`src/hw/rtl/psm_pkg.sv`:
```
// ----------------------------------------------------------------------------
// psm_pkg
// Shared constants, controller states and the command/status bundles that
// join the controller and the datapath of the period average speed meter.
// ----------------------------------------------------------------------------
package psm_pkg;

    localparam int unsigned LIMIT_W   = 8;
    localparam int unsigned SCALE_W   = 32;
    localparam int unsigned TICKS_W   = 16;
    localparam int unsigned SUM_W     = 24;
    localparam int unsigned COUNT_W   = 8;
    localparam int unsigned OUT_W     = 32;
    localparam int unsigned NUM_W     = SCALE_W + COUNT_W;
    localparam int unsigned DIV_STEPS = NUM_W;
    localparam int unsigned STEP_W    = $clog2(DIV_STEPS);
    localparam int unsigned CFG_IDX_W = 1;
    localparam int unsigned CFG_DAT_W = 32;

    localparam logic [CFG_IDX_W-1:0] CFG_LIMIT = 1'b0;
    localparam logic [CFG_IDX_W-1:0] CFG_SCALE = 1'b1;

    localparam logic [LIMIT_W-1:0] LIMIT_RESET   = 8'd15;
    localparam logic [SCALE_W-1:0] SCALE_RESET   = 32'd251460000;
    localparam logic [SCALE_W-1:0] TICKS_PER_SEC = 32'd62500;
    localparam logic [SUM_W-1:0]   OVERFLOW_SUM  = 24'h00FFFF;
    localparam logic [SUM_W-1:0]   SUM_MAX       = 24'hFFFFFF;
    localparam logic [STEP_W-1:0]  STEP_LAST     = STEP_W'(DIV_STEPS - 1);

    localparam logic OP_CAPTURE  = 1'b0;
    localparam logic OP_OVERFLOW = 1'b1;

    typedef enum logic [1:0] {
        ST_IDLE,
        ST_MUL,
        ST_DIV,
        ST_DONE
    } t_state;

    typedef struct packed {
        logic load;      // input beat taken this cycle
        logic mul;       // form numerators
        logic step;      // one divider step
        logic out_load;  // capture quotients into the output register
    } t_cmd;

    typedef struct packed {
        logic report;    // current input beat produces a result
        logic div_last;  // final divider step in progress
    } t_status;

endpackage

```
`src/hw/rtl/period_average_speed_meter_top.sv`:
```
// ----------------------------------------------------------------------------
// period_average_speed_meter_top
// Period-averaging frequency and wind-speed meter driven by timer events.
// ----------------------------------------------------------------------------
// A capture beat that does not complete a report is absorbed without
// leaving the idle state. A beat that reports (count reaches
// captures_per_report, or any overflow beat) is taken, then count is
// multiplied by the tick rate and the scale, then the pair of bit-serial
// restoring dividers run, and then the output register is loaded once it
// is free. New input is taken while a finished result still waits in the
// output register; only one event is in work at a time. A zero period sum
// or a quotient above 32 bits gives all ones.
module period_average_speed_meter_top (
    input  logic                          i_clk,
    input  logic                          i_rst_n,
    input  logic                          i_cfg_we,
    input  logic [psm_pkg::CFG_IDX_W-1:0] i_cfg_index,
    input  logic [psm_pkg::CFG_DAT_W-1:0] i_cfg_data,
    input  logic                          i_in_valid,
    output logic                          o_in_ready,
    input  logic                          i_opcode,
    input  logic [psm_pkg::TICKS_W-1:0]   i_period_ticks,
    output logic                          o_out_valid,
    input  logic                          i_out_ready,
    output logic [psm_pkg::OUT_W-1:0]     o_frequency_hz,
    output logic [psm_pkg::OUT_W-1:0]     o_air_speed,
    output logic                          o_timed_out
);
    import psm_pkg::*;

    t_cmd    cmd;
    t_status status;

    psm_ctrl u_ctrl (
        .i_clk       (i_clk),
        .i_rst_n     (i_rst_n),
        .i_in_valid  (i_in_valid),
        .o_in_ready  (o_in_ready),
        .o_out_valid (o_out_valid),
        .i_out_ready (i_out_ready),
        .i_status    (status),
        .o_cmd       (cmd)
    );

    psm_dp u_dp (
        .i_clk          (i_clk),
        .i_rst_n        (i_rst_n),
        .i_cfg_we       (i_cfg_we),
        .i_cfg_index    (i_cfg_index),
        .i_cfg_data     (i_cfg_data),
        .i_opcode       (i_opcode),
        .i_period_ticks (i_period_ticks),
        .i_cmd          (cmd),
        .o_status       (status),
        .o_frequency_hz (o_frequency_hz),
        .o_air_speed    (o_air_speed),
        .o_timed_out    (o_timed_out)
    );

endmodule

```
`src/hw/rtl/psm_ctrl.sv`:
```
// ----------------------------------------------------------------------------
// psm_ctrl
// Sequencer for the meter: takes input beats, runs the multiply and the
// bit-serial divide on a report, and owns the output valid flag.
// ----------------------------------------------------------------------------
module psm_ctrl (
    input  logic             i_clk,
    input  logic             i_rst_n,
    input  logic             i_in_valid,
    output logic             o_in_ready,
    output logic             o_out_valid,
    input  logic             i_out_ready,
    input  psm_pkg::t_status i_status,
    output psm_pkg::t_cmd    o_cmd
);
    import psm_pkg::*;

    t_state r_state, n_state;
    logic   r_out_valid, n_out_valid;

    always_ff @(posedge i_clk) begin
        if (!i_rst_n) begin
            r_state     <= ST_IDLE;
            r_out_valid <= 1'b0;
        end else begin
            r_state     <= n_state;
            r_out_valid <= n_out_valid;
        end
    end

    always_comb begin
        n_state        = r_state;
        n_out_valid    = r_out_valid;
        o_cmd          = '0;
        o_in_ready     = 1'b0;
        if (r_out_valid && i_out_ready) begin
            n_out_valid = 1'b0;
        end
        case (r_state)
            ST_IDLE: begin
                o_in_ready = 1'b1;
                if (i_in_valid) begin
                    o_cmd.load = 1'b1;
                    if (i_status.report) begin
                        n_state = ST_MUL;
                    end
                end
            end
            ST_MUL: begin
                o_cmd.mul = 1'b1;
                n_state   = ST_DIV;
            end
            ST_DIV: begin
                o_cmd.step = 1'b1;
                if (i_status.div_last) begin
                    n_state = ST_DONE;
                end
            end
            ST_DONE: begin
                // wait for the output register to free up
                if (!r_out_valid || i_out_ready) begin
                    o_cmd.out_load = 1'b1;
                    n_out_valid    = 1'b1;
                    n_state        = ST_IDLE;
                end
            end
            default: begin
                n_state = ST_IDLE;
            end
        endcase
    end

    assign o_out_valid = r_out_valid;

endmodule

```
`src/hw/rtl/psm_dp.sv`:
```
// ----------------------------------------------------------------------------
// psm_dp
// Datapath: configuration registers, running period sum and count, the
// numerator multipliers, two restoring dividers and the output register.
// ----------------------------------------------------------------------------
module psm_dp (
    input  logic                               i_clk,
    input  logic                               i_rst_n,
    input  logic                               i_cfg_we,
    input  logic [psm_pkg::CFG_IDX_W-1:0]      i_cfg_index,
    input  logic [psm_pkg::CFG_DAT_W-1:0]      i_cfg_data,
    input  logic                               i_opcode,
    input  logic [psm_pkg::TICKS_W-1:0]        i_period_ticks,
    input  psm_pkg::t_cmd                      i_cmd,
    output psm_pkg::t_status                   o_status,
    output logic [psm_pkg::OUT_W-1:0]          o_frequency_hz,
    output logic [psm_pkg::OUT_W-1:0]          o_air_speed,
    output logic                               o_timed_out
);
    import psm_pkg::*;

    logic [LIMIT_W-1:0] r_limit;
    logic [SCALE_W-1:0] r_scale;
    logic [SUM_W-1:0]   r_sum, n_sum;
    logic [COUNT_W-1:0] r_count, n_count;
    logic [SUM_W:0]     sum_add;

    logic [SUM_W-1:0]   r_div;
    logic [COUNT_W-1:0] r_mcount;
    logic               r_flag;
    logic [STEP_W-1:0]  r_step;

    logic [NUM_W-1:0]   r_quo_f, r_quo_w;
    logic [SUM_W-1:0]   r_rem_f, r_rem_w;
    logic [SUM_W:0]     sh_f, sh_w;
    logic               ge_f, ge_w;
    logic [SUM_W:0]     sub_f, sub_w;

    logic [OUT_W-1:0]   r_freq, r_wind;
    logic               r_timed_out;

    // configuration
    always_ff @(posedge i_clk) begin
        if (!i_rst_n) begin
            r_limit <= LIMIT_RESET;
            r_scale <= SCALE_RESET;
        end else if (i_cfg_we) begin
            case (i_cfg_index)
                CFG_LIMIT: r_limit <= i_cfg_data[LIMIT_W-1:0];
                CFG_SCALE: r_scale <= i_cfg_data[SCALE_W-1:0];
                default: begin
                end
            endcase
        end
    end

    // event accumulation
    always_comb begin
        n_count = r_count + COUNT_W'(1);
        sum_add = {1'b0, r_sum} + (SUM_W+1)'(i_period_ticks);
        if (i_opcode == OP_OVERFLOW) begin
            n_sum = OVERFLOW_SUM;
        end else if (sum_add[SUM_W]) begin
            n_sum = SUM_MAX;
        end else begin
            n_sum = sum_add[SUM_W-1:0];
        end
        o_status.report   = (i_opcode == OP_OVERFLOW) || (n_count >= r_limit);
        o_status.div_last = (r_step == STEP_LAST);
    end

    always_ff @(posedge i_clk) begin
        if (!i_rst_n) begin
            r_sum   <= '0;
            r_count <= '0;
        end else if (i_cmd.load) begin
            if (o_status.report) begin
                r_sum   <= '0;
                r_count <= '0;
            end else begin
                r_sum   <= n_sum;
                r_count <= n_count;
            end
        end
    end

    // operands held for the report
    always_ff @(posedge i_clk) begin
        if (i_cmd.load) begin
            r_div    <= n_sum;
            r_mcount <= n_count;
            r_flag   <= i_opcode;
        end
    end

    // restoring divide, one quotient bit per cycle; a zero divisor yields
    // an all-ones quotient, which saturates below
    always_comb begin
        sh_f  = {r_rem_f, r_quo_f[NUM_W-1]};
        sh_w  = {r_rem_w, r_quo_w[NUM_W-1]};
        ge_f  = (sh_f >= {1'b0, r_div});
        ge_w  = (sh_w >= {1'b0, r_div});
        sub_f = sh_f - {1'b0, r_div};
        sub_w = sh_w - {1'b0, r_div};
    end

    always_ff @(posedge i_clk) begin
        if (i_cmd.mul) begin
            r_quo_f <= NUM_W'(TICKS_PER_SEC) * NUM_W'(r_mcount);
            r_quo_w <= NUM_W'(r_scale) * NUM_W'(r_mcount);
            r_rem_f <= '0;
            r_rem_w <= '0;
            r_step  <= '0;
        end else if (i_cmd.step) begin
            r_quo_f <= {r_quo_f[NUM_W-2:0], ge_f};
            r_quo_w <= {r_quo_w[NUM_W-2:0], ge_w};
            r_rem_f <= ge_f ? sub_f[SUM_W-1:0] : sh_f[SUM_W-1:0];
            r_rem_w <= ge_w ? sub_w[SUM_W-1:0] : sh_w[SUM_W-1:0];
            r_step  <= r_step + STEP_W'(1);
        end
    end

    // output register with saturation
    always_ff @(posedge i_clk) begin
        if (i_cmd.out_load) begin
            r_freq      <= (|r_quo_f[NUM_W-1:OUT_W]) ? '1 : r_quo_f[OUT_W-1:0];
            r_wind      <= (|r_quo_w[NUM_W-1:OUT_W]) ? '1 : r_quo_w[OUT_W-1:0];
            r_timed_out <= r_flag;
        end
    end

    assign o_frequency_hz = r_freq;
    assign o_air_speed    = r_wind;
    assign o_timed_out    = r_timed_out;

endmodule
```
`config.mk`:
```
export PLATFORM = sky130hd
export DESIGN_NAME = period_average_speed_meter_top
export DESIGN_NICKNAME = d
export VERILOG_FILES = /design/src/hw/rtl/psm_pkg.sv /design/src/hw/rtl/period_average_speed_meter_top.sv /design/src/hw/rtl/psm_ctrl.sv /design/src/hw/rtl/psm_dp.sv
export SDC_FILE = /design/constraint.sdc
export NUM_CORES = 1
export LEC_CHECK = 0
export ABC_AREA = 1
export BUFFER_PORTS_ARGS = -buffer_cell sky130_fd_sc_hd__buf_2
export CAP_MARGIN = 10
export CORE_UTILIZATION = 65
export CTS_CLUSTER_SIZE = 28
export DETAILED_ROUTE_END_ITERATION = 12
export GPL_ROUTABILITY_DRIVEN = 0
export PLACE_DENSITY = 0.83
export SLEW_MARGIN = 0
export SYNTH_ARGS = -nofsm -noshare
export SYNTH_HDL_FRONTEND = slang
export SYNTH_SLANG_ARGS = --single-unit
```
`constraint.sdc`:
```
create_clock -name i_clk -period 9.95 [get_ports i_clk]
set_input_delay 0.995 -clock i_clk [delete_from_list [all_inputs] [get_ports i_clk]]
set_output_delay 0.995 -clock i_clk [all_outputs]
set_load 0.005 [all_outputs]
```
After elaboration in Yosys (flattened, before gate mapping)
Index checks and enable logic that the tools add are counted.
{"block": "totals", "regBits": 307, "input_bits": 55, "output_inout_bits": 67, "elab_cells": 73}
{"block": "op_classes", "addsub": 5, "mul": 2, "order_cmp": 3, "eq_ne": 8, "mux": 25, "n_bitwise": 1, "n_reduce_logical": 11}
{"cell": "2-to-1 mux 24 bit", "count": 7}
{"cell": "2-to-1 mux 40 bit", "count": 2}
{"cell": "greater-or-equal comparator 25 x 24 -> 1 bit", "count": 2}
{"cell": "subtractor 24 bit", "count": 2}
{"cell": "multiplier 32 x 8 -> 40 bit", "count": 1}
{"cell": "adder 24 x 16 -> 25 bit", "count": 1}
{"cell": "multiplier 14 x 8 -> 22 bit (first input constant)", "count": 1}
{"cell": "OR reduction 8 bit", "count": 2}
{"cell": "2-to-1 mux 1 bit", "count": 10}
{"cell": "adder 8 x 1 -> 8 bit (second input constant)", "count": 1}
{"cell": "greater-or-equal comparator 8 bit", "count": 1}
{"cell": "2-to-1 mux 2 bit", "count": 4}
{"cell": "2-to-1 mux 8 bit", "count": 1}
{"cell": "one-hot mux 2 bit (4 select lines)", "count": 1}
{"cell": "adder 6 x 1 -> 6 bit (second input constant)", "count": 1}
{"cell": "== test 6 bit (second input constant)", "count": 1}
{"cell": "inequality test 2 bit (second input constant)", "count": 3}
{"cell": "== test 2 bit (second input constant)", "count": 2}
{"cell": "AND reduction 2 bit", "count": 2}
{"cell": "AND reduction 4 bit", "count": 1}
{"cell": "== test 2 x 1 -> 1 bit (second input constant)", "count": 1}
{"cell": "logical NOT 2 bit", "count": 1}
{"cell": "logical OR 1 bit", "count": 2}
{"cell": "inequality test 2 x 1 -> 1 bit (second input constant)", "count": 1}
{"cell": "4 further kinds", "count": 4}

Depth between registers and ports, before layout
Gate-level depths: netlist of run 1.
{"block": "logic_depth", "ltp_word": 6, "ltp_mapped": 24, "ltp_nobuf": 22}

Hierarchy
A second synthesis of run 1 with hierarchy kept.
{"block": "unflattened", "hier_cells": 3746, "area_unflattened_um2": 27322.5}
{"module": "psm_dp", "n_inst": 1, "cells_each": 3712, "area_per_inst_um2": 27058.5, "seq_area_each_um2": 7687.4}
{"module": "psm_ctrl", "n_inst": 1, "cells_each": 34, "area_per_inst_um2": 264.0, "seq_area_each_um2": 60.1}

Worst setup path before layout of run 1
OpenSTA, ideal clock, no wires.
{"block": "synth_path", "path_kind": "reg2reg", "start": "reg u_dp.r_mcount[6]", "end": "reg u_dp.r_quo_w[29] (data pin)", "arrival_ns": 4.586, "slack_ns": 5.097, "stages_incl_launch_ff": 21, "path_cell_list": "edfxtp_1 clkbuf_1 clkbuf_1 nand2_1 fa_1 fa_1 inv_1 fa_1 inv_1 fa_1 inv_1 ha_1 nand2_1 o21ai_0 nor2_1 o21ai_0 nand2_1 nand2_1 nand2_1 nand3_1 o21ai_0"}
{"block": "synth_via", "elab_chain_len": 2}
{"element": "start, declared", "line": "psm_dp.sv:29", "source": "logic [COUNT_W-1:0] r_mcount;"}
{"element": "start signal, assigned", "line": "psm_dp.sv:91", "source": "r_mcount <= n_count;"}
{"element": "multiplier 32 x 8 -> 40 bit", "line": "psm_dp.sv:110", "source": "r_quo_w <= NUM_W'(r_scale) * NUM_W'(r_mcount);"}
{"element": "2-to-1 mux 40 bit", "line": "psm_dp.sv:108", "source": "if (i_cmd.mul) begin"}
{"element": "end signal, assigned", "line": "psm_dp.sv:110"}
{"element": "end signal, assigned", "line": "psm_dp.sv:116", "source": "r_quo_w <= {r_quo_w[NUM_W-2:0], ge_w};"}
{"element": "end, declared", "line": "psm_dp.sv:33", "source": "logic [NUM_W-1:0] r_quo_f, r_quo_w;"}
No other way between the ends.
A chain may end at the register's enable or synchronous reset.

Worst setup path after layout of run 1
{"block": "layout_path", "start": "reg u_dp.r_mcount[5]", "end": "reg u_dp.r_quo_w[21] (data pin)"}
Same word-level chain as after synthesis.

==> results.py, run 1 <==
metrics = {
    "outcome": {
        "outcome": "finished, final reports clean",
    },
    "synthesis": {
        "synth.largest_area_cell": "edfxtp_1",
        "async_flop_share_pct": 0,
        "synth_seq_area_share_pct": 27.7,
        "synthTopCellsByArea": "edfxtp_1 17%, nand2_1 16%, fa_1 14%",
        "ys_warn_count": 0,
        "syn-cell-area_mm2": 0.0279,
        "ys_ff_latch": 307,
        "synthSimpleGateAreaFrac_pct": 26.2,
        "synth_top_family_by_area": "simple AND/OR/NAND/NOR gates",
        "synth_cell_types": 54,
        "synth_adder_area_share_pct": 23.0,
        "synth-compound-area-share_pct": 7.46,
        "syn_nets": 4338,
        "synth-edff-count": 160,
        "synth_top_area_share_pct": 17.2,
        "synth_xor_area_share_pct": 1.79,
        "ys.flop_type": "edfxtp_1",
        "synthMuxAreaShare_pct": 0,
        "postSynthAreaPerCell_um2": 7.18,
        "netlist_instances": 3890,
    },
    "drt": {
        "dr_total_vias": 24300,
        "drt_iter0_drc": 2136,
        "drt_pass1_iterations": 6,
        "wl_per_cell_um": 15.4,
        "remaining_drc_errors": 0,
        "ant_nets": 0,
        "viasPerCell": 5.41,
        "routed_wl_mm": 69.1,
    },
    "worst_setup_path": {
        "critPathMaxStageDelay_ns": 0.60,
        "cp_top_family": "adder cells",
        "cp.required_ns": 10.22,
        "crit_path_top_delay_cell": "fa_1",
        "critPathMaxFanout": 39,
        "startpoint_type": "flip-flop",
        "path_class": "flip-flop to flip-flop",
        "crit_arrival_ns": 5.34,
        "critPathCaptureType": "flip-flop",
        "crit_chain": "buf_4 > nand2_1 > inv_1 > fa_1 > fa_1 > fa_1 > inv_1 > fa_1 > inv_1 > ha_1 > a21oi_1 > o21ai_0 > inv_1 > nand2_1 > nand2_1 > nand3_1 > or2_2 > nand3_1 > o21ai_0",
        "cp_num_buf_inv": 5,
    },
    "die": {
        "die_x_um": 209,
        "core_mm2": 0.0421,
        "num_rows": 75,
        "die-area_mm2": 0.0438,
        "start_util_pct": 66.3,
        "ios": 122,
        "die_h_um": 209,
    },
    "placed_design": {
        "dp_cells": 4432,
        "dp_hpwl_mm": 52.3,
        "port_buffers": 121,
    },
    "clock_network": {
        "cts_buffer_depth": 3,
        "tritoncts": "done",
        "cts_made_buffers": 35,
        "insertion_delay_ns": 0.57,
        "ctsHtreeMaxLevel": 2,
        "clock-sinks": 307,
        "post_cts_buffers": 0,
        "cts_hold_buffers": 0,
        "postCtsResizedCells": 0,
        "cts_root_buffer": "clkbuf_16",
        "clkTransAtPathRegs_ns": 0.06,
    },
    "sta": {
        "fin_crit_sh_pct": 50.9,
        "rsz0062_at_grt": "no",
        "slew-limit-headroom_pct": 37.1,
        "fin_worst_skew_ns": 0.0298,
        "holdWs_ns": 0.468,
        "fin_setup_tns_ns": 0,
        "fmax_mhz": 197,
        "slew_violations": 0,
        "fin_crit_ns": 5.07,
        "hold_violations": 0,
        "setup_viol": 0,
        "max_slew.worst_pin.slew_ns": 0.941,
    },
    "job": {
        "cap_viol_max_count": 0,
    },
    "global_route": {
        "grt_max_degree": 81,
        "antenna_found_initial": 1,
        "grt_pass1_vias": 23500,
        "grt.total_usage_pct": 32.4,
        "overflow": 0,
        "grt_pass1_wl_mm": 115,
    },
    "final_layout": {
        "drive_gt1_share_pct": 7.23,
        "finalNonFillerCells": 4497,
        "syn2layout_area_growth_pct": 7.42,
        "fillers": 3426,
        "seq_area_mm2": 0.00775,
        "multi_input_area_mm2": 0.0164,
        "layout.nets": 4378,
    },
    "hold_path": {
        "hp-class": "flip-flop to flip-flop",
    },
}
## worst reg2reg max path: stages, from the launching register on
cell      delay, ns
edfxtp_1       0.31
buf_4          0.41
nand2_1        0.14
inv_1          0.10
fa_1           0.44
fa_1           0.52
fa_1           0.55
inv_1          0.06
fa_1           0.60
inv_1          0.07
ha_1           0.36
a21oi_1        0.24
o21ai_0        0.19
inv_1          0.10
nand2_1        0.05
nand2_1        0.06
nand3_1        0.11
or2_2          0.30
nand3_1        0.09
o21ai_0        0.09
## metal layers
layer	GRT usage (%)	up-vias	share of wire [%]
li1	-	12000	-
met1	44.9	11200	43
met2	50.5	1044	44
met3	6.51	128	9.8
met4	12.0	0	3.1
met5	0	-	0
## cell families (layout without fill, tap and decap cells)
| family | Yosys count | in the layout |
|---|---|---|
| simple gates | 1742 | 1742 |
| flops | 307 | 307 |
| other cells | 0 | 1 |
| fa+ha+maj | 393 | 393 |
| xor+xnor | 57 | 57 |
| buf+inv | 1011 | 1078 |
| compound gates | 380 | 380 |
## cells in the final DEF (no fill, tap or decap), types with 13 or more instances in the layout
cell | Yosys | final
edfxtp_1 | 160 | 160
nand3b_1 | 16 | 16
xor2_1 | 21 | 21
dfxtp_1 | 147 | 147
inv_1 | 855 | 855
nor3_1 | 29 | 28
a21oi_1 | 182 | 181
fa_1 | 200 | 200
inv_2 | 13 | 13
nand4_1 | 62 | 62
xnor2_1 | 36 | 36
buf_2 | 9 | 121
nand2_2 | 19 | 19
nand2_1 | 1172 | 1172
clkbuf_16 | 0 | 36
nor2_1 | 208 | 208
nand3_1 | 187 | 187
o21ai_0 | 120 | 120
buf_4 | 6 | 21
o22ai_1 | 15 | 15
ha_1 | 193 | 190
## synthesized netlist by cell type (all sizes together), types with 11 or more instances
cell type  instances
nand2           1204
inv              869
nor2             215
fa               200
a21oi            195
ha               193
nand3            191
edfxtp           160
dfxtp            147
o21ai            128
clkbuf           117
nand4             62
xnor2             36
nor3              34
buf               22
xor2              21
nand3b            16
o22ai             15
or2               13
o21bai            11
## area by class of cell
| cell class | instances | share of cell area, % |
|---|---|---|
| clock buffer | 48 | 3.22 |
| sequential | 307 | 25.8 |
| clock inverter | 16 | 0.717 |
| tap | 539 | 2.25 |
| inverter | 872 | 10.9 |
| timing repair buffer | 142 | 2.54 |
| multi-input combinational | 2572 | 54.5 |
| antenna | 1 | 0.00834 |
## stage by stage
| stage | setup slack [ns] | instance area (um^2) | util, % |
|---|---|---|---|
| 3_5_place_dp | 4.96 | 28800 | 68.4 |
| 5_1_grt | 4.51 | 30000 | 71.2 |
| 2_1_floorplan | 5.10 | 27900 | - |
| 6_report | 4.88 | 30000 | 71.2 |
| 3_3_place_gp | 5.03 | 28800 | 68.4 |
| 4_1_cts | 4.95 | 30000 | 71.2 |
## sequential cells by signal, indices dropped and copies added (netlist names), 2 cells and up
register             count
u_dp.o_frequency_hz     32
u_dp.r_rem_f            24
u_ctrl.r_state           2
u_dp.r_scale            32
u_dp.r_limit             8
u_dp.r_sum              24
u_dp.r_quo_f            40
u_dp.r_rem_w            24
u_dp.r_step              6
u_dp.r_count             8
u_dp.r_quo_w            40
u_dp.o_air_speed        32
u_dp.r_mcount            8
u_dp.r_div              24
## final timing paths
check / endpoint / from / cells after the start / slack [ns]
worst max-delay path: u_dp.r_quo_w[21]$_DFFE_PP_ / u_dp.r_mcount[5]$_DFFE_PP_ / 19 / 4.88
worst min-delay path: u_dp.r_quo_f[28]$_SDFFE_PP0P_ / u_dp.r_quo_f[27]$_SDFFE_PP0P_ / 2 / 0.47
worst max register to register: u_dp.r_quo_w[21]$_DFFE_PP_ / u_dp.r_mcount[5]$_DFFE_PP_ / 19 / 4.88
worst min register to register: u_dp.r_quo_f[28]$_SDFFE_PP0P_ / u_dp.r_quo_f[27]$_SDFFE_PP0P_ / 2 / 0.47
Power of run 1 is left out: the tool's default activity adds up to more than one toggle a clock period on the data nets, which glitch-free logic cannot reach.
==> run 2: changes to the inputs <==
--- a/config.mk
+++ b/config.mk
@@ -8,11 +8,11 @@
 export ABC_AREA = 1
 export BUFFER_PORTS_ARGS = -buffer_cell sky130_fd_sc_hd__buf_2
 export CAP_MARGIN = 10
-export CORE_UTILIZATION = 65
+export CORE_UTILIZATION = 64
 export CTS_CLUSTER_SIZE = 28
 export DETAILED_ROUTE_END_ITERATION = 12
 export GPL_ROUTABILITY_DRIVEN = 0
-export PLACE_DENSITY = 0.83
+export PLACE_DENSITY = 0.82
 export SLEW_MARGIN = 0
 export SYNTH_ARGS = -nofsm -noshare
 export SYNTH_HDL_FRONTEND = slang
==> constraint.sdc (replaced) <==
create_clock -name i_clk -period 5.3 [get_ports i_clk]
set_input_delay 0.53 -clock i_clk [delete_from_list [all_inputs] [get_ports i_clk]]
set_output_delay 0.53 -clock i_clk [all_outputs]
set_load 0.005 [all_outputs]
==> results.py, run 2 (synthesis gave the netlist of run 1 again) <==
metrics = {
    "outcome": {
        "outcome": "finished, final reports clean",
    },
    "clock_network": {
        "cts_made_buffers": 35,
        "clock-sinks": 307,
        "tritoncts": "done",
        "insertion_delay_ns": 0.56,
        "clkTransAtPathRegs_ns": 0.06,
        "cts_buffer_depth": 3,
        "ctsHtreeMaxLevel": 2,
        "cts_hold_buffers": 0,
        "cts_root_buffer": "clkbuf_16",
    },
    "worst_setup_path": {
        "cp.required_ns": 5.57,
        "critPathCaptureType": "flip-flop",
        "critPathMaxStageDelay_ns": 0.54,
        "crit_chain": "buf_12 > nand2_1 > inv_1 > fa_1 > fa_1 > fa_1 > inv_1 > fa_1 > inv_1 > ha_1 > a21oi_1 > o21ai_0 > a21oi_1 > nand3_1 > or2_2 > nand3_1 > o21ai_0",
        "startpoint_type": "flip-flop",
        "cp_num_buf_inv": 4,
        "crit_arrival_ns": 5.41,
        "path_class": "flip-flop to flip-flop",
        "critPathMaxFanout": 28,
        "cpMostUsedCell": "fa_1",
        "cp_top_family": "adder cells",
        "crit_path_top_delay_cell": "fa_1",
    },
    "final_layout": {
        "syn2layout_area_growth_pct": 8.10,
        "drive_gt1_share_pct": 7.66,
        "final_common_cell": "nand2_1",
        "fillers": 3544,
        "antenna_cells": 0,
        "layout.nets": 4389,
        "top_regs": "u_dp.r_quo_f: 40 flops, u_dp.r_quo_w: 40 flops",
        "final_cell_mix": "1,172 x nand2_1, 855 x inv_1, 208 x nor2_1, 200 x fa_1, 189 x ha_1",
    },
    "drt": {
        "dr_total_vias": 24300,
        "routed_wl_mm": 69.7,
        "viasPerCell": 5.35,
        "remaining_drc_errors": 0,
        "ant_nets": 0,
        "drt_iter0_drc": 2287,
        "wl_per_cell_um": 15.3,
        "drt_pass1_iterations": 6,
    },
    "placed_design": {
        "port_buffers": 121,
        "preCtsSetupSlack_ns": 0.256,
        "dp_hpwl_mm": 53.2,
    },
    "sta": {
        "holdWs_ns": 0.186,
        "fin_worst_skew_ns": 0.0170,
        "slew_violations": 0,
        "fmax_mhz": 194,
        "hold_violations": 0,
        "max_slew.worst_pin.slew_ns": 0.997,
        "fin_crit_ns": 5.14,
        "fin_setup_tns_ns": 0,
        "setup_ws_ns": 0.157,
        "setup_viol": 0,
        "rsz0062_at_grt": "no",
        "fin_crit_sh_pct": 97.0,
        "slew-limit-headroom_pct": 33.5,
    },
    "global_route": {
        "grt.busiest_layer": "met2",
        "gr-usage-met1_pct": 45.9,
        "grt.total_usage_pct": 32.0,
        "grt_max_degree": 80,
        "met3_usage_pct": 5.47,
        "overflow": 0,
        "grt_pass1_wl_mm": 114,
        "antenna_found_initial": 0,
        "grt_pass1_vias": 23300,
        "global_route.usage.met2_pct": 49.3,
    },
    "die": {
        "die-area_mm2": 0.0445,
        "start_util_pct": 64.9,
        "num_rows": 76,
        "die_x_um": 211,
        "core_mm2": 0.0431,
        "ios": 122,
        "die_h_um": 211,
    },
    "job": {
        "cap_viol_max_count": 0,
    },
    "hold_path": {
        "hp-class": "primary input to flip-flop",
    },
}
## run 2: cell types whose count changed in the layout (fill, tap and decap cells not counted), sizes merged
cell	delta
buf	+11
bufinv	-2
clkbuf	-1
clkinv	+1
clkinvlp	+5
diode	-1
inv	-3
## run 2: what timing repair did
item	in CTS	in global routing
resized for setup	0	2
buffers inserted	0	1
setup endpoints to repair	0	3
## run 2: final timing paths
path / endpoint / depth (start not counted) / slack (ns) / start
worst min-delay path: u_dp.r_scale[11]$_SDFFE_PN1P_ / 3 / 0.19 / i_cfg_data[11]
worst max register to register: u_dp.r_quo_w[21]$_DFFE_PP_ / 17 / 0.16 / u_dp.r_mcount[7]$_DFFE_PP_
worst max-delay path: u_dp.r_quo_w[21]$_DFFE_PP_ / 17 / 0.16 / u_dp.r_mcount[7]$_DFFE_PP_
worst min register to register: u_dp.o_timed_out$_DFFE_PP_ / 0 / 0.45 / u_dp.r_flag$_DFFE_PP_
## run 2: final cells by class
type	instances	area, um^2	area share, %
inverter	872	3280	10.8
multi-input combinational	2572	16400	54.2
tap	585	732	2.42
timing repair buffer	153	921	3.05
sequential	307	7750	25.6
clock inverter	17	149	0.493
clock buffer	47	1000	3.33
## run 2: through the flow
stage          area, um^2  utilization (%)  instances
2_1_floorplan       27900                -       3890
3_3_place_gp        29000             67.4       4488
3_5_place_dp        29000             67.4       4488
4_1_cts             30200             70.1       4552
5_1_grt             30200             70.1       4553
6_report            30200             70.1       4553
## run 2: tightest hold or removal path, stage by stage
cell	delay, ns
buf_2	0.07
nand2_1	0.04
nand3_1	0.05
## run 2: per-layer routing
layer / up-vias / share of wire [%]
met5: - / 0
met3: 129 / 8.9
met2: 1010 / 43
met4: 0 / 2.7
li1: 12000 / -
met1: 11200 / 45
Power of run 2 is left out for the same reason.
